`config.mk`:
```
export PLATFORM = sky130hd
export DESIGN_NAME = ceec_index
export DESIGN_NICKNAME = d
export VERILOG_FILES = /design/src/design/ceec_pkg.sv /design/src/design/ceec_index.sv
export SDC_FILE = /design/constraint.sdc
export NUM_CORES = 1
export LEC_CHECK = 0
export BUFFER_PORTS_ARGS = -buffer_cell sky130_fd_sc_hd__buf_2
export CORE_UTILIZATION = 35
export DETAILED_ROUTE_END_ITERATION = 10
export PLACE_DENSITY_LB_ADDON = 0.2
export SLEW_MARGIN = 20
export SYNTH_ARGS = -nofsm -noshare
export SYNTH_HDL_FRONTEND = slang
export SYNTH_SLANG_ARGS = --single-unit
```
`constraint.sdc`:
```
create_clock -name clk -period 0.8 [get_ports clk]
set_input_delay 0.16 -clock clk [delete_from_list [all_inputs] [get_ports clk]]
set_output_delay 0.16 -clock clk [all_outputs]
set_load 0.02 [all_outputs]
```
`src/design/ceec_pkg.sv`:
```
// Shared types and constants for the I2C EEPROM card emulator.
`timescale 1ns / 1ps

package ceec_pkg;

  // Pointer and field widths
  localparam int PTR_W      = 13;
  localparam int BYTE_W     = 8;
  localparam int MS_W       = 16;
  localparam int CMD_W      = 3;
  localparam int CFG_IDX_W  = 8;
  localparam int CFG_DATA_W = 16;

  // Default memory size, and the reciprocal shift used for the index reduction
  localparam int MEM_BYTES_DEF = 8192;
  localparam int RECIP_SHIFT   = 30;

  localparam logic [MS_W-1:0] MS_MAX = '1;

  // Register reset values
  localparam logic [PTR_W-1:0] FINISH_RST  = 13'h1FFF;
  localparam logic [MS_W-1:0]  TIMEOUT_RST = 16'd100;
  localparam logic [MS_W-1:0]  END_RST     = 16'd100;
  localparam logic [MS_W-1:0]  UNPLUG_RST  = 16'd100;

  // Configuration register indexes
  typedef enum logic [CFG_IDX_W-1:0] {
    REG_FINISH_ADDRESS = 8'd0,
    REG_TRANSFER_TO    = 8'd1,
    REG_END_DELAY      = 8'd2,
    REG_UNPLUG_DELAY   = 8'd3
  } cfg_reg_t;

  // Input commands
  typedef enum logic [CMD_W-1:0] {
    CMD_WRITE   = 3'd0,
    CMD_READ    = 3'd1,
    CMD_STOP    = 3'd2,
    CMD_TICK    = 3'd3,
    CMD_TRIGGER = 3'd4
  } cmd_t;

  // Bus byte phase
  typedef enum logic [1:0] {
    BP_ADDR_HI = 2'd0,
    BP_ADDR_LO = 2'd1,
    BP_DATA    = 2'd2
  } bus_phase_t;

  // Reading session phase
  typedef enum logic [1:0] {
    PH_IDLE     = 2'd0,
    PH_TRANSMIT = 2'd1,
    PH_END_WAIT = 2'd2,
    PH_UNPLUG   = 2'd3
  } phase_t;

  // Item sequencer
  typedef enum logic [1:0] {
    SQ_WARMUP = 2'd0,
    SQ_SETTLE = 2'd1,
    SQ_READY  = 2'd2,
    SQ_ISSUE  = 2'd3
  } seq_state_t;

  // Memory request from the control logic
  typedef struct packed {
    logic              wr_en;
    logic              rd_en;
    logic [BYTE_W-1:0] wr_data;
  } mem_req_t;

  // Result status held by the control logic between items
  typedef struct packed {
    logic             rd_sel;
    logic             write_strobe;
    logic             card_present;
    logic             session_active;
    logic             finished_pulse;
    phase_t           session_phase;
    logic [PTR_W-1:0] pointer_now;
  } res_stat_t;

endpackage

```
`src/design/ceec_index.sv`:
```
// Pointer modulo memory size, as a two-stage reciprocal reduction.
`timescale 1ns / 1ps

module ceec_index #(
  parameter int MEM_BYTES = ceec_pkg::MEM_BYTES_DEF,
  parameter int AW        = $clog2(MEM_BYTES)
) (
  input  logic                       clk,
  input  logic [ceec_pkg::PTR_W-1:0] pointer,
  output logic [AW-1:0]              index
);

  localparam int PW_   = ceec_pkg::PTR_W;
  localparam int SH    = ceec_pkg::RECIP_SHIFT;
  localparam longint RECIP = ((64'd1 << SH) + MEM_BYTES - 1) / MEM_BYTES;
  localparam int RW    = $clog2(RECIP + 1);
  localparam int PRW   = (PW_ + RW > SH + 1) ? PW_ + RW : SH + 1;
  localparam int QW    = PRW - SH;
  localparam int QMW   = QW + 17;

  logic [PRW-1:0] prod;
  logic [PW_-1:0] ptr_d;
  logic [QW-1:0]  quot;
  logic [QMW-1:0] qm;
  logic [PW_-1:0] rem;

  // Stage 1: pointer times reciprocal
  always_ff @(posedge clk) begin
    prod  <= PRW'(pointer) * PRW'(RECIP);
    ptr_d <= pointer;
  end

  // Stage 2: subtract quotient times size
  assign quot = prod[PRW-1:SH];
  assign qm   = QMW'(quot) * QMW'(MEM_BYTES);
  assign rem  = ptr_d - qm[PW_-1:0];

  always_ff @(posedge clk) begin
    index <= AW'(rem);
  end

endmodule

```
==> results.cfg, run 1 <==
[cells_and_area]
multi_input_area_um2 = 0
syn_to_final_growth_pct = 76.7
n_antenna_cell = 0
multi_input_cells = 0
final_area_um2 = 920
stdcell_count = 83
nFillCells = 96
layout.nets = 84
post-route-util = 0.681
drive_gt1_frac = 0.618

[clocking]
cts_tree = yes
worstSkewPairLatency_ns = 0.30
cts_buffer_depth = 2
htreeDepth = 1
postCtsSetupBuffers = 0
clk_pin_slew_ns = 0.12
clkSinkCount = 26
cts-root-buf = clkbuf_4
cts_buffers = 3

[synthesis]
synthFlopType = dfxtp_1
synth_top_area_cell = dfxtp_1
yosysWarnings = 0
yosysSeqAreaShare = 1.00
synth_edf_count = 0
syn_nets = 40
ys_types = 1
synth_area_leaders = dfxtp_1 100%
yosysMostFrequentCell = dfxtp_1
synth-async-reset-ratio = 0
yosys-top-cells-count = 26 x dfxtp_1
syn_inst = 26
synthesis.area_um2 = 520
postSynthAreaPerCell_um2 = 20.0
ys_ff_latch = 26
yosysTopAreaCellShare = 1.00

[worst_setup_path]
crit_start = index[10]
reg2reg_depth = 0
critPathKind = register to output port
r2r_slack_ns = 0.39
crit_path_end_kind = output port
cpPeakStageDelay_ns = 0.34
r2r_start = ptr_d[2]
crit_slowest_cell = dfxtp_2
cp.buffers_inverters = 1
setup.worst_path.start_class = register
cp_cell_sequence = buf_6
crit_family = flip-flops
critPathMaxFanout = 1
critPathRequiredTime_ns = 0.64
reg2reg_to = index[2]
critPathArrivalTime_ns = 0.76

[timing]
rsz0062_at_grt = yes
period_share = 1.15
max_freq_mhz = 1090
setup_violations = 13
tightestPinTransition_ns = 0.121
clock_skew_ns = 0.00714
report.final.slew_viol_count = 0
hold_viol_final = 0
setup_tns_ns = -1.45
finalWorstSetupSlack_ns = -0.116
layout_min_cycle_time_ns = 0.916
slew-limit-headroom = 0.919
finalHoldWorstSlack_ns = 0.326

[global_route]
grt_overflow = 0
grt_max_degree = 14
antenna_found_initial = 0
grt_pass1_wl_mm = 1.09
grt_use_total = 0.109
grt_pass1_vias = 334

[die]
die_x_um = 40.6
io-pin-count = 27
dieArea_um2 = 1650
num_rows = 13
start_util = 0.386
placeableCoreArea_um2 = 1350
die_h_um = 40.6

[pwr]
p_leak_nw = 0.417
power_density_nw_per_um2 = 2260
total_power_mw = 2.08
vdd_drop_max_mv = 1.62

[run]
drv_cap = 0

[detailed_routing]
drc = 0
wirelength_um = 719
avgViaCountPerCell = 3.83
first_pass_iters = 2
via_count = 318
wl_per_cell_um = 8.66
drtIter0Drc = 1
drtAntennaViolNets = 0

[place]
pre_cts_ws_ns = 0.193
io_buffers = 26
dp.cells = 67
gp_congestion = 0.524
placed_area_um2 = 669

[run_status]
failed_checks = negative setup slack
status = finished with violations

[hold_path]
min-delay-start = ptr_d[8]
holdCritPathClass = register to register
whs_path_depth = 0
hold_end = index[8]
-- final cells by class --
cell class	instances	area (um2)	share of cell area
Sequential cell	26	537	0.584
Timing Repair Buffer	39	342	0.371
Tap cell	15	18.8	0.0204
Clock buffer	3	22.5	0.0245
-- worst max-delay path by stage --
| stage | end | slack [ns] | cells past startpoint |
|---|---|---|---|
| floorplan | index[0] | 0.24 | 0 |
| global placement | index[10] | 0.20 | 1 |
| detailed placement | index[0] | 0.19 | 1 |
| CTS | index[11] | -0.13 | 1 |
| global route | index[0] | -0.16 | 1 |
| finish | index[10] | -0.12 | 1 |
-- report_power, final --
part,leakage [nW],switching (mW),internal (mW)
logic,0.184,0.0692,0.126
registers,0.219,0.0208,1.37
clock network,0.0138,0.320,0.175
-- flip-flops by register name, indices dropped and copies added, names as in the netlist --
register  cells
ptr_d        13
index        13
-- logic make-up after synthesis --
kind of cell / synth area share
flip-flops: 1.00
-- per-layer routing --
layer / share of wire / global-route usage / up-vias
li1: - / - / 163
met1: 0.36 / 0.0719 / 140
met2: 0.59 / 0.222 / 13
met3: 0.038 / 0.0333 / 2
met4: 0.0083 / 0.100 / 0
met5: 0 / 0 / -
-- cell usage in the layout (no fill, tap or decap), drive strengths merged --
cell type and instances:
dfxtp 26, buf 26, dlygate4sd3 13, clkbuf 3
-- timing repair --
action	4_1_cts	5_1_grt
resized for setup	38	1
setup endpoints to repair	13	13
hold endpoints to repair	13	0
hold buffers	13	0
Note: power is estimated with default switching activity, not from simulation.
==> run 2, diff against run 1 <==
--- a/config.mk
+++ b/config.mk
@@ -5,9 +5,10 @@
 export SDC_FILE = /design/constraint.sdc
 export NUM_CORES = 1
 export LEC_CHECK = 0
-export BUFFER_PORTS_ARGS = -buffer_cell sky130_fd_sc_hd__buf_2
-export CORE_UTILIZATION = 35
+export CORE_AREA = 2 2 39 41
 export DETAILED_ROUTE_END_ITERATION = 10
+export DIE_AREA = 0 0 41 43
+export DONT_BUFFER_PORTS = 1
 export PLACE_DENSITY_LB_ADDON = 0.2
 export SLEW_MARGIN = 20
 export SYNTH_ARGS = -nofsm -noshare
==> constraint.sdc (replaced) <==
create_clock -name clk -period 0.8 [get_ports clk]
set_input_delay 0.12 -clock clk [delete_from_list [all_inputs] [get_ports clk]]
set_output_delay 0.12 -clock clk [all_outputs]
set_load 0.02 [all_outputs]
==> run 2 against run 1 <==
Compared with the run above: critical endpoint unchanged; first-iteration DRC count stayed put; the run still ends with negative setup slack left; critical path type unchanged; via count shrank 29%; wire length fell by 11%; worst hold slack improved by 0.0065 ns.
==> results.cfg, run 2 (synthesis results as in run 1) <==
[detailed_routing]
drtIter0Drc = 1
via_count = 225
highest_layer = met3
wirelength_um = 639
drc = 0
drt-met1-wl_um = 187
first_pass_iters = 2
dr_wl_met3_um = 54
met2_length_um = 398
drtAntennaViolNets = 0
avgViaCountPerCell = 3.81
wl_per_cell_um = 10.8

[die]
dieArea_um2 = 1760
io-pin-count = 27
num_rows = 14
start_util = 0.376
die_h_um = 43
placeableCoreArea_um2 = 1380
die_x_um = 41

[run]
drv_cap = 0

[timing]
clock_skew_ns = 0.00110
period_share = 1.02
setup_violations = 13
rsz0062_at_grt = yes
finalHoldWorstSlack_ns = 0.333
hold_viol_final = 0
tightestPinTransition_ns = 0.121
finalWorstSetupSlack_ns = -0.0137
report.final.slew_viol_count = 0
setup_tns_ns = -0.132
max_freq_mhz = 1230
layout_min_cycle_time_ns = 0.814
slew-limit-headroom = 0.919

[clocking]
cts_buffers = 3
worstSkewPairLatency_ns = 0.30
clk_pin_slew_ns = 0.12
cts_buffer_depth = 2
clkSinkCount = 26
htreeDepth = 1
cts-root-buf = clkbuf_4
cts_tree = yes

[cells_and_area]
multi_input_cells = 0
nFillCells = 116
stdcell_count = 59
final_area_um2 = 756
biggestRegsByFlops = index: 13 flops, ptr_d: 13 flops
n_antenna_cell = 0
drive_gt1_frac = 0.395
layout.nets = 58
syn_to_final_growth_pct = 45.2
final_cell_mix = 13 x dlygate4sd3_1, 13 x dfxtp_4, 13 x dfxtp_1, 3 x clkbuf_4, 1 x clkbuf_8
multi_input_area_um2 = 0

[global_route]
antenna_found_initial = 0
grt_pass1_vias = 236
grt_max_degree = 15
grt_overflow = 0
grt_use_total = 0.0819
grt_pass1_wl_um = 897

[pwr]
power_density_nw_per_um2 = 2720
vdd_drop_max_mv = 1.37
p_leak_nw = 0.299

[run_status]
failed_checks = negative setup slack
status = finished with violations

[worst_setup_path]
worst-path-stages = 0
critPathRequiredTime_ns = 0.68
critPathMaxFanout = 1
reg2reg_depth = 0
crit_path_end_kind = output port
critPathKind = register to output port
setup.worst_path.start_class = register
r2r_slack_ns = 0.39
reg2reg_to = index[10]
r2r_start = ptr_d[10]
critPathArrivalTime_ns = 0.69

[hold_path]
min-delay-start = ptr_d[5]
whs_path_depth = 0
hold_end = index[5]
holdCritPathClass = register to register

[place]
placed_area_um2 = 541
dp.cells = 42
io_buffers = 0
gp_congestion = 0.466
## run 2: metrics by stage
| step | total power, mW | setup WS (ns) | util |
|---|---|---|---|
| finish | 2.06 | -0.0137 | 0.546 |
| global route | 2.17 | -0.0562 | 0.546 |
| CTS | 2.08 | -0.0280 | 0.546 |
| detailed placement | 1.46 | 0.264 | 0.391 |
| global placement | 1.46 | 0.271 | 0.391 |
| floorplan | 1.45 | 0.285 | - |
## run 2: layer usage
layer / GRT usage / vias up
li1: - / 112
met1: 0.0616 / 98
met2: 0.156 / 15
met3: 0.0314 / 0
met4: 0.0400 / 0
met5: 0 / -
## run 2: where the power goes
group / switching, mW / internal [mW]
registers: 0.0620 / 1.35
clock network: 0.323 / 0.277
logic: 0.00709 / 0.0418
total: 0.393 / 1.67
## run 2: worst max path at each step
stage / endpoint / slack [ns] / from
floorplan: index[0] / 0.28 / index[0]
global placement: index[8] / 0.27 / index[8]
detailed placement: index[2] / 0.26 / index[2]
CTS: index[2] / -0.03 / index[2]
global route: index[2] / -0.06 / index[2]
finish: index[10] / -0.01 / index[10]
## run 2: what timing repair did
action,in CTS,in global routing
hold buffers,13,0
setup endpoints to repair,13,13
endpoints found under the hold margin,13,0
resized for setup,26,0
setup buffers,0,0
## run 2: cell type report
| type | count | area, um2 | area share |
|---|---|---|---|
| sequential | 26 | 569 | 0.753 |
| clock buffer | 4 | 36.3 | 0.0480 |
| timing repair buffer | 13 | 130 | 0.172 |
| tap | 16 | 20.0 | 0.0265 |
