**config.mk**
```make
export PLATFORM = sky130hd
export DESIGN_NAME = ceec_ctrl
export DESIGN_NICKNAME = d
export VERILOG_FILES = /design/src/design/ceec_pkg.sv /design/src/design/ceec_ctrl.sv
export SDC_FILE = /design/constraint.sdc
export NUM_CORES = 1
export LEC_CHECK = 0
export BUFFER_PORTS_ARGS = -buffer_cell sky130_fd_sc_hd__buf_2
export CAP_MARGIN = 30
export CORE_MARGIN = 2
export CORE_UTILIZATION = 45
export DETAILED_ROUTE_END_ITERATION = 12
export PLACE_DENSITY = 0.65
export SETUP_SLACK_MARGIN = 0.05
export SLEW_MARGIN = 15
export SYNTH_ARGS = -nofsm -noshare
export SYNTH_HDL_FRONTEND = slang
export SYNTH_SLANG_ARGS = --single-unit
```
**constraint.sdc**
```tcl
create_clock -name clk -period 4.1 [get_ports clk]
set_clock_uncertainty 0.15 [all_clocks]
set_input_delay 0.82 -clock clk [delete_from_list [all_inputs] [get_ports clk]]
set_output_delay 0.82 -clock clk [all_outputs]
set_load 0.005 [all_outputs]
```
**src/design/ceec_pkg.sv**
```systemverilog
// Shared types and constants for the I2C EEPROM card emulator.
`timescale 1ns / 1ps

package ceec_pkg;

  // Pointer and field widths
  localparam int PTR_W      = 13;
  localparam int BYTE_W     = 8;
  localparam int MS_W       = 16;
  localparam int CMD_W      = 3;
  localparam int CFG_IDX_W  = 8;
  localparam int CFG_DATA_W = 16;

  // Default memory size, and the reciprocal shift used for the index reduction
  localparam int MEM_BYTES_DEF = 8192;
  localparam int RECIP_SHIFT   = 30;

  localparam logic [MS_W-1:0] MS_MAX = '1;

  // Register reset values
  localparam logic [PTR_W-1:0] FINISH_RST  = 13'h1FFF;
  localparam logic [MS_W-1:0]  TIMEOUT_RST = 16'd100;
  localparam logic [MS_W-1:0]  END_RST     = 16'd100;
  localparam logic [MS_W-1:0]  UNPLUG_RST  = 16'd100;

  // Configuration register indexes
  typedef enum logic [CFG_IDX_W-1:0] {
    REG_FINISH_ADDRESS = 8'd0,
    REG_TRANSFER_TO    = 8'd1,
    REG_END_DELAY      = 8'd2,
    REG_UNPLUG_DELAY   = 8'd3
  } cfg_reg_t;

  // Input commands
  typedef enum logic [CMD_W-1:0] {
    CMD_WRITE   = 3'd0,
    CMD_READ    = 3'd1,
    CMD_STOP    = 3'd2,
    CMD_TICK    = 3'd3,
    CMD_TRIGGER = 3'd4
  } cmd_t;

  // Bus byte phase
  typedef enum logic [1:0] {
    BP_ADDR_HI = 2'd0,
    BP_ADDR_LO = 2'd1,
    BP_DATA    = 2'd2
  } bus_phase_t;

  // Reading session phase
  typedef enum logic [1:0] {
    PH_IDLE     = 2'd0,
    PH_TRANSMIT = 2'd1,
    PH_END_WAIT = 2'd2,
    PH_UNPLUG   = 2'd3
  } phase_t;

  // Item sequencer
  typedef enum logic [1:0] {
    SQ_WARMUP = 2'd0,
    SQ_SETTLE = 2'd1,
    SQ_READY  = 2'd2,
    SQ_ISSUE  = 2'd3
  } seq_state_t;

  // Memory request from the control logic
  typedef struct packed {
    logic              wr_en;
    logic              rd_en;
    logic [BYTE_W-1:0] wr_data;
  } mem_req_t;

  // Result status held by the control logic between items
  typedef struct packed {
    logic             rd_sel;
    logic             write_strobe;
    logic             card_present;
    logic             session_active;
    logic             finished_pulse;
    phase_t           session_phase;
    logic [PTR_W-1:0] pointer_now;
  } res_stat_t;

endpackage

```
**src/design/ceec_ctrl.sv**
```systemverilog
// Bus byte handling, pointer, session phases and configuration registers.
`timescale 1ns / 1ps

module ceec_ctrl (
  input  logic                            clk,
  input  logic                            rst,
  input  logic                            accept,
  input  ceec_pkg::cmd_t                  cmd,
  input  logic [ceec_pkg::BYTE_W-1:0]     write_data,
  input  logic                            cfg_we,
  input  logic [ceec_pkg::CFG_IDX_W-1:0]  cfg_idx,
  input  logic [ceec_pkg::CFG_DATA_W-1:0] cfg_wdata,
  output logic [ceec_pkg::PTR_W-1:0]      pointer,
  output ceec_pkg::mem_req_t              mem_req,
  output ceec_pkg::res_stat_t             stat
);

  logic [ceec_pkg::PTR_W-1:0] finish_address;
  logic [ceec_pkg::MS_W-1:0]  transfer_timeout_ms;
  logic [ceec_pkg::MS_W-1:0]  end_delay_ms;
  logic [ceec_pkg::MS_W-1:0]  unplug_delay_ms;

  logic [ceec_pkg::PTR_W-1:0] pointer_next;
  ceec_pkg::bus_phase_t       bus_phase, bus_phase_next;
  ceec_pkg::phase_t           phase, phase_next;
  logic [ceec_pkg::MS_W-1:0]  elapsed_ms, elapsed_ms_next;
  logic [ceec_pkg::MS_W-1:0]  elapsed_inc;
  logic                       active_flag, active_flag_next;
  logic                       plugged_flag, plugged_flag_next;
  logic                       strobe_next, fin_next, rd_sel_next;
  logic                       write_strobe, finished_pulse, rd_sel;

  // Configuration registers
  always_ff @(posedge clk) begin
    if (rst) begin
      finish_address      <= ceec_pkg::FINISH_RST;
      transfer_timeout_ms <= ceec_pkg::TIMEOUT_RST;
      end_delay_ms        <= ceec_pkg::END_RST;
      unplug_delay_ms     <= ceec_pkg::UNPLUG_RST;
    end else if (cfg_we) begin
      case (cfg_idx)
        ceec_pkg::REG_FINISH_ADDRESS: finish_address <= cfg_wdata[ceec_pkg::PTR_W-1:0];
        ceec_pkg::REG_TRANSFER_TO:    transfer_timeout_ms <= cfg_wdata;
        ceec_pkg::REG_END_DELAY:      end_delay_ms <= cfg_wdata;
        ceec_pkg::REG_UNPLUG_DELAY:   unplug_delay_ms <= cfg_wdata;
        default: ;
      endcase
    end
  end

  assign elapsed_inc = (elapsed_ms != ceec_pkg::MS_MAX) ? elapsed_ms + 1'b1 : elapsed_ms;

  // Next state for one item
  always_comb begin
    pointer_next      = pointer;
    bus_phase_next    = bus_phase;
    phase_next        = phase;
    elapsed_ms_next   = elapsed_ms;
    active_flag_next  = active_flag;
    plugged_flag_next = plugged_flag;
    strobe_next       = 1'b0;
    fin_next          = 1'b0;
    rd_sel_next       = 1'b0;
    case (cmd)
      ceec_pkg::CMD_WRITE: begin
        case (bus_phase)
          ceec_pkg::BP_ADDR_HI: begin
            pointer_next   = {write_data[ceec_pkg::PTR_W-9:0], 8'd0};
            bus_phase_next = ceec_pkg::BP_ADDR_LO;
          end
          ceec_pkg::BP_ADDR_LO: begin
            pointer_next   = pointer + ceec_pkg::PTR_W'(write_data);
            bus_phase_next = ceec_pkg::BP_DATA;
          end
          default: begin
            pointer_next = pointer + 1'b1;
            strobe_next  = 1'b1;
          end
        endcase
        elapsed_ms_next = '0;
      end
      ceec_pkg::CMD_READ: begin
        rd_sel_next  = 1'b1;
        pointer_next = pointer + 1'b1;
        if (phase == ceec_pkg::PH_IDLE && active_flag) begin
          phase_next = ceec_pkg::PH_TRANSMIT;
        end
        elapsed_ms_next = '0;
      end
      ceec_pkg::CMD_STOP: begin
        bus_phase_next = ceec_pkg::BP_ADDR_HI;
        if (finish_address <= pointer && active_flag) begin
          phase_next = ceec_pkg::PH_END_WAIT;
        end
        elapsed_ms_next = '0;
      end
      ceec_pkg::CMD_TICK: begin
        elapsed_ms_next = elapsed_inc;
        case (phase)
          ceec_pkg::PH_TRANSMIT: begin
            if (elapsed_inc > transfer_timeout_ms) begin
              phase_next      = ceec_pkg::PH_END_WAIT;
              elapsed_ms_next = '0;
            end
          end
          ceec_pkg::PH_END_WAIT: begin
            if (elapsed_inc > end_delay_ms) begin
              phase_next        = ceec_pkg::PH_UNPLUG;
              plugged_flag_next = 1'b0;
              elapsed_ms_next   = '0;
            end
          end
          ceec_pkg::PH_UNPLUG: begin
            // counter is left running on expiry
            if (elapsed_inc > unplug_delay_ms) begin
              phase_next       = ceec_pkg::PH_IDLE;
              active_flag_next = 1'b0;
              fin_next         = 1'b1;
            end
          end
          default: ;
        endcase
      end
      ceec_pkg::CMD_TRIGGER: begin
        active_flag_next  = 1'b1;
        plugged_flag_next = 1'b1;
      end
      default: ;
    endcase
  end

  // State registers, updated on each accepted beat
  always_ff @(posedge clk) begin
    if (rst) begin
      pointer        <= '0;
      bus_phase      <= ceec_pkg::BP_ADDR_HI;
      phase          <= ceec_pkg::PH_IDLE;
      elapsed_ms     <= '0;
      active_flag    <= 1'b0;
      plugged_flag   <= 1'b0;
      write_strobe   <= 1'b0;
      finished_pulse <= 1'b0;
      rd_sel         <= 1'b0;
    end else if (accept) begin
      pointer        <= pointer_next;
      bus_phase      <= bus_phase_next;
      phase          <= phase_next;
      elapsed_ms     <= elapsed_ms_next;
      active_flag    <= active_flag_next;
      plugged_flag   <= plugged_flag_next;
      write_strobe   <= strobe_next;
      finished_pulse <= fin_next;
      rd_sel         <= rd_sel_next;
    end
  end

  // Memory access uses the index of the pointer before this item
  assign mem_req.wr_en   = accept && strobe_next;
  assign mem_req.rd_en   = accept && rd_sel_next;
  assign mem_req.wr_data = write_data;

  assign stat.rd_sel         = rd_sel;
  assign stat.write_strobe   = write_strobe;
  assign stat.card_present   = plugged_flag;
  assign stat.session_active = active_flag;
  assign stat.finished_pulse = finished_pulse;
  assign stat.session_phase  = phase;
  assign stat.pointer_now    = pointer;

endmodule

```
==> results of run 1 <==
[cells by family (layout without fill, tap and decap cells)]
logic type | after synthesis | count (layout) | share of synthesized area (%)
DFF | 99 | 99 | 29.8
AOI/OAI and AO/OA | 207 | 207 | 20.4
muxes | 5 | 5 | 0.808
buffers and inverters | 127 | 186 | 9.30
adders and majority gates | 76 | 76 | 14.4
and+or+nand+nor | 298 | 298 | 22.8
xor gates and xnor gates | 19 | 19 | 2.50
[per-layer routing]
metal  track usage, %  vias up  wire length (µm)
met2             29.9      143              7240
met5                0        -                 0
li1                 -     3015                 -
met1             33.9     2660              9020
met4             3.59        0               132
met3             4.84       12               865
[repair_timing]
item / 4_1_cts / 5_1_grt
gates cloned: 0 / 2
hold endpoints to repair: 0 / 0
pin swaps: 0 / 10
buffers inserted: 0 / 11
gates resized for setup: 1 / 27
endpoints found under the setup margin: 5 / 18
[synth_stat cells, types with 9 or more instances]
master | number | area share [%]
xnor2_1 | 15 | 2.0
o21ai_0 | 22 | 1.7
nor3_1 | 10 | 0.75
nor2b_1 | 21 | 2.0
clkbuf_1 | 22 | 1.2
a211o_1 | 19 | 2.5
ha_1 | 75 | 14
a21oi_1 | 92 | 6.9
inv_1 | 65 | 3.7
dfxtp_1 | 99 | 30
nor2_1 | 35 | 2.0
nand2_1 | 130 | 7.3
nand4_1 | 15 | 1.4
nand3_1 | 27 | 2.0
nand3b_1 | 9 | 1.0
buf_4 | 29 | 3.3
[placed cells by master, fill, tap and decap left out, drive strengths merged, types with 4 or more instances in the layout]
cell type  Yosys  layout
o21a           4       4
a21o           9       9
xnor2         15      15
and4           4       4
nand2        130     130
a211o         19      19
a21oi         92      92
a22o           8       8
o21ai         23      23
o211ai         4       4
buf           38     104
xor2           4       4
nor3b          4       4
a22oi          4       4
a31oi          7       7
nand3         27      27
or3            4       4
nand3b         9       9
inv           65      68
and2           5       5
and3           7       7
a211oi         5       5
nor2b         21      21
ha            75      75
nand2b         5       5
nand4         16      16
nor4          10      10
clkbuf        24      12
nor3          11      11
dfxtp         99      99
nor2          35      35
[critical path, stage by stage (launching register included)]
cell       delay [ps]
dfxtp_4           360
and4_4            200
nand4_4           140
nor4_4             70
nor3b_4           400
nand2_1           150
xnor2_1           330
ha_1              310
nand4_1           140
nor2_1             50
a221o_1           320
o31a_1            340
a311oi_4          470
clkbuf_16         240
a21oi_1            70
a31oi_1           130
[final cells by class]
| class | instances | area, µm² |
|---|---|---|
| Timing Repair Buffer | 105 | 619 |
| Clock inverter | 5 | 67.6 |
| Inverter | 65 | 244 |
| Fill cell | 1411 | 6900 |
| Multi-Input combinational cell | 605 | 4170 |
| Sequential cell | 99 | 2000 |
| Clock buffer | 11 | 253 |
| Tap cell | 184 | 230 |
[metrics by stage]
step                total power [mW]  std cells  utilization (%)  hold slack, ps
finish                          2.05       1074             52.4             300
global route                    2.13       1074             52.4             326
CTS                             2.07       1061             50.7             306
detailed placement              1.15       1045             48.4             297
global placement                1.15       1045             48.4             290
floorplan                       1.09        831                -             282
[state kept, by name, summed over array words and instances (netlist names), 2 cells and up]
signal / cells
pointer: 13
phase: 2
finish_address: 13
transfer_timeout_ms: 16
end_delay_ms: 16
bus_phase: 2
unplug_delay_ms: 16
elapsed_ms: 16
[power groups by stage]
| stage | logic [mW] | clock network [mW] | registers, mW |
|---|---|---|---|
| 3_3_place_gp | 0.150 | 0 | 0.999 |
| 6_report | 0.154 | 0.921 | 0.974 |
| 3_5_place_dp | 0.151 | 0 | 0.999 |
| 4_1_cts | 0.151 | 0.942 | 0.976 |
| 2_1_floorplan | 0.0979 | 0 | 0.995 |
| 5_1_grt | 0.171 | 0.981 | 0.975 |
[worst max path at each step]
stage | start | end | slack [ps] | cells after the start
2_1_floorplan | elapsed_ms[4] | elapsed_ms[8] | 360 | 16
3_3_place_gp | elapsed_ms[5] | elapsed_ms[9] | 160 | 15
3_5_place_dp | elapsed_ms[5] | elapsed_ms[4] | 50 | 15
4_1_cts | elapsed_ms[7] | elapsed_ms[9] | 100 | 15
5_1_grt | elapsed_ms[6] | elapsed_ms[7] | -40 | 15
6_report | elapsed_ms[6] | elapsed_ms[7] | 130 | 15
==> key figures, run 1 <==
Status
  • Status: finished, final reports clean

Power and ir drop
  • Sw Pwr: 0.507 mW
  • Leakage: 3.12 nW
  • Sw Share: 24.7%
  • Peak VDD IR: 0.192 mV
  • Reg power frac: 47.5%
  • Pwr Density: 270 nW/µm²
  • Clock power share: 44.9%
  • Comb pwr share: 7.5%
  • Internal power: 1.54 mW

Synthesis
  • Post-Syn Nets: 946
  • Cells after Synth: 831
  • Seq cells post-synth: 99
  • Mapped Avg Cell Area: 8.01 µm²
  • Ys async rst share: 0%
  • Synth Flop Type: dfxtp_1
  • Cell variety after synth: 75
  • Post-synth EDFFs: 0
  • Post-synthesis sequential area ratio: 29.8%
  • Area of the mapped netlist: 6660 µm²
  • Yosys warning count: 0

Timing
  • Hold Fails Final Rpt: 0
  • Achievable frequency: 252 MHz
  • Slew @ Worst Pin: 954 ps
  • Final worst-path cycle share: 96.9%
  • Tmin final: 3970 ps
  • Max-slew violation count: 0
  • Setup TNS: 0 ps
  • Setup-failing EPs final: 0
  • Relative slew slack: 36.2%
  • Fin worst setup slack: 127 ps

Floorplanning
  • Die Y: 126 µm
  • Die width: 126 µm
  • Die ar.: 15800 µm²
  • Starting Density: 46.0%
  • Core area: 14500 µm²
  • # IOs: 82
  • Site row count: 44

Global routing
  • Grt total ovfl: 0
  • GRT Util Overall: 21.5%
  • Maximum number of pins on one net before global-route repair: 59
  • Vias in the first global route: 5224
  • First-pass GRT wire length: 27400 µm
  • Initial antenna violation count: 0

Worst hold path
  • Hold path depth: 1
  • Worst min-delay path class: reg2reg
  • Hold Startpoint: elapsed_ms[7]
  • Hold EP: elapsed_ms[7]

Placed design
  • Port buffer count: 81
  • Dpl hpwl: 12600 µm
  • Area post-placement: 7010 µm²
  • Place WS: 52.2 ps
  • Gpl congestion: 0.830

Worst setup path
  • Type of the worst setup path: reg2reg
  • Reg-to-reg endpoint: elapsed_ms[7]
  • Worst path required time: 4230 ps
  • Critical path peak fanout: 8
  • WP data arrival: 4110 ps
  • Reg2reg start: elapsed_ms[6]
  • Crit start category: flop
  • Worst Reg-to-Reg Cells: 15
  • CP endpoint kind: flop
  • R2R Setup Slk: 130 ps

Routing
  • Final ANT Viol Nets: 0
  • DRC: 0
  • Via count: 5830
  • Drt initial violations: 504
  • Routed WL: 17300 µm
  • Via density: 5.43
  • TritonRoute pass-1 iters: 5
  • Routed length per instance: 16.1 µm

Clocking
  • CTS buffer count: 9
  • Clk_lat worst skew: 360 ps
  • Hold buffer count at cts: 0
  • CTS Root Cell: clkbuf_16
  • Clock Tree Buf Depth: 2
  • Clock slew at reported path FFs: 70 ps
  • CTS Sinks: 99
  • # H-tree levels: 3
  • TritonCTS clock tree: yes

Layout
  • Synth-to-layout area growth: 13.9%
  • Final Net Count: 1000
  • ANT cells: 0
  • Share of cells above drive strength 1: 18.2%
  • Finished Cell Area: 7580 µm²

Run
  • # Max-Cap Violations: 0
(Power assumes the default switching activity.)
==> run 2: changes to the inputs <==
--- a/config.mk
+++ b/config.mk
@@ -10,7 +10,7 @@
 export CORE_MARGIN = 2
 export CORE_UTILIZATION = 45
 export DETAILED_ROUTE_END_ITERATION = 12
-export PLACE_DENSITY = 0.65
+export PLACE_DENSITY = 0.71
 export SETUP_SLACK_MARGIN = 0.05
 export SLEW_MARGIN = 15
 export SYNTH_ARGS = -nofsm -noshare
==> run 2 against run 1 <==
Compared with the run above:
- utilization rose by 0.069 points
- die area unchanged
- global-route usage shrank 0.48 points
- via count is 2.2% higher
- register-to-register slack worse by 50 ps
- sequential power barely moved
- clock power is 14% lower
- total power is 6.1% lower
- hold slack better by 5.2 ps
- flip-flop and latch count unchanged
- sequential share of layout area fell by 0.068 points
- largest cell class unchanged
==> key figures, run 2 (synthesis gave the netlist of run 1 again) <==
Status
  • Status: finished, final reports clean

Worst hold path
  • Worst min-delay path class: reg2reg

Worst setup path
  • CP delay by family, top: simple AND/OR/NAND/NOR gates
  • Worst path required time: 4240 ps
  • Critical path peak fanout: 11
  • WP data arrival: 4160 ps
  • Critical path, cell by cell: and4_4, nand4_4, nor4_4, nor3_4, and3_4, xnor2_4, ha_1, nand4_1, nor2_1, a221o_1, o31a_1, a311oi_4, buf_4, clkbuf_16, nand2b_1, a31oi_1
  • Type of the worst setup path: reg2reg
  • Slowest stage delay, CP: 490 ps
  • Critical path's slowest cell: nor4_4
  • Buf/Inv on CP: 2
  • Crit start category: flop
  • CP endpoint kind: flop

Floorplanning
  • Site row count: 44
  • Core area: 14500 µm²
  • Starting Density: 46.0%
  • # IOs: 82
  • Die Y: 126 µm
  • Die ar.: 15800 µm²
  • Die width: 126 µm

Routing
  • Via count: 5960
  • TritonRoute pass-1 iters: 5
  • Final ANT Viol Nets: 0
  • Routed WL: 17100 µm
  • DRC: 0
  • Via density: 5.56
  • Drt initial violations: 468
  • Routed length per instance: 16.0 µm

Layout
  • Finished Cell Area: 7590 µm²
  • Commonest non-fill, non-tap cell in the layout: nand2_1
  • ANT cells: 0
  • Final Net Count: 999
  • Fin util: 52.4%
  • Most frequent cells in the layout: nand2_1, dfxtp_1, a21oi_1
  • Final std cells w/o fill: 1072
  • Synth-to-layout area growth: 14.0%
  • Share of cells above drive strength 1: 18.6%

Timing
  • RSZ-0062 raised after global routing: true
  • Hold Fails Final Rpt: 0
  • Setup-failing EPs final: 0
  • Achievable frequency: 249 MHz
  • Setup TNS: 0 ps
  • Tmin final: 4020 ps
  • Slew @ Worst Pin: 970 ps
  • Max-slew violation count: 0
  • Final worst-path cycle share: 98.0%
  • Relative slew slack: 35.2%
  • Fin worst setup slack: 81.8 ps

Power and ir drop
  • Leakage: 3.10 nW
  • Pwr Density: 254 nW/µm²
  • Peak VDD IR: 0.193 mV

Clocking
  • Clock slew at reported path FFs: 70 ps
  • CTS buffer count: 9
  • TritonCTS clock tree: yes
  • CTS Sinks: 99
  • CTS Root Cell: clkbuf_16
  • Clock Tree Buf Depth: 2
  • Hold buffer count at cts: 0
  • Clk_lat worst skew: 360 ps
  • # H-tree levels: 3

Global routing
  • Vias in the first global route: 5150
  • Initial antenna violation count: 0
  • GRT busiest layer: met1
  • Met3 Use GR: 3.61%
  • M2 GR Usage: 29.7%
  • First-pass GRT wire length: 26900 µm
  • GRT Util Overall: 21.0%
  • Maximum number of pins on one net before global-route repair: 55
  • Met1 usage: 32.4%
  • Grt total ovfl: 0

Placed design
  • Port buffer count: 81
  • Area post-placement: 7000 µm²
  • Dpl hpwl: 12500 µm
  • Place WS: 66.5 ps
  • Gpl congestion: 0.893
  • Dpl cells: 1044

Run
  • # Max-Cap Violations: 0
[run 2: worst paths after layout]
check	startpoint	slack, ps	cells past startpoint	endpoint
worst max-delay path	elapsed_ms[5]	80	16	elapsed_ms[4]
worst min-delay path	transfer_timeout_ms[10]	300	2	transfer_timeout_ms[10]
worst max register to register	elapsed_ms[5]	80	16	elapsed_ms[4]
worst min register to register	transfer_timeout_ms[10]	300	2	transfer_timeout_ms[10]
[run 2: tightest hold or removal path: stages (launching register included)]
cell	delay (ps)
dfxtp_1	310
nand2_1	50
a21oi_1	50
[run 2: layout make-up]
cell class	count	area, µm²
clock buffer	10	229
clock inverter	5	38.8
fill	1379	6890
inverter	65	244
multi-input combinational	605	4230
sequential	99	1990
tap	184	230
timing repair buffer	104	626
[run 2: through the flow]
step	total power [mW]	hold slack (ps)
after floorplan	1.09	282
after global placement	1.15	289
after detailed placement	1.15	297
after CTS	1.94	305
after global routing	2.00	323
final	1.92	305
[run 2: routing by layer]
metal  wire, µm  vias up
li1           -     3007
met4        259        0
met1       8650     2751
met5          0        -
met3        859       19
met2       7370      183
[run 2: repair_timing]
item | 4_1_cts | 5_1_grt
setup endpoints to repair | 4 | 17
gates cloned | 0 | 2
setup buffers | 0 | 11
endpoints found under the hold margin | 0 | 0
pin swaps | 0 | 15
gates resized for setup | 2 | 32
[run 2: report_power, final]
| part | switching (mW) | internal (mW) | total (mW) | leakage (nW) |
|---|---|---|---|---|
| Sequential | 0.0100 | 0.965 | 0.975 | 0.801 |
| Combinational | 0.0935 | 0.0616 | 0.155 | 2.17 |
| Clock | 0.383 | 0.412 | 0.795 | 0.129 |
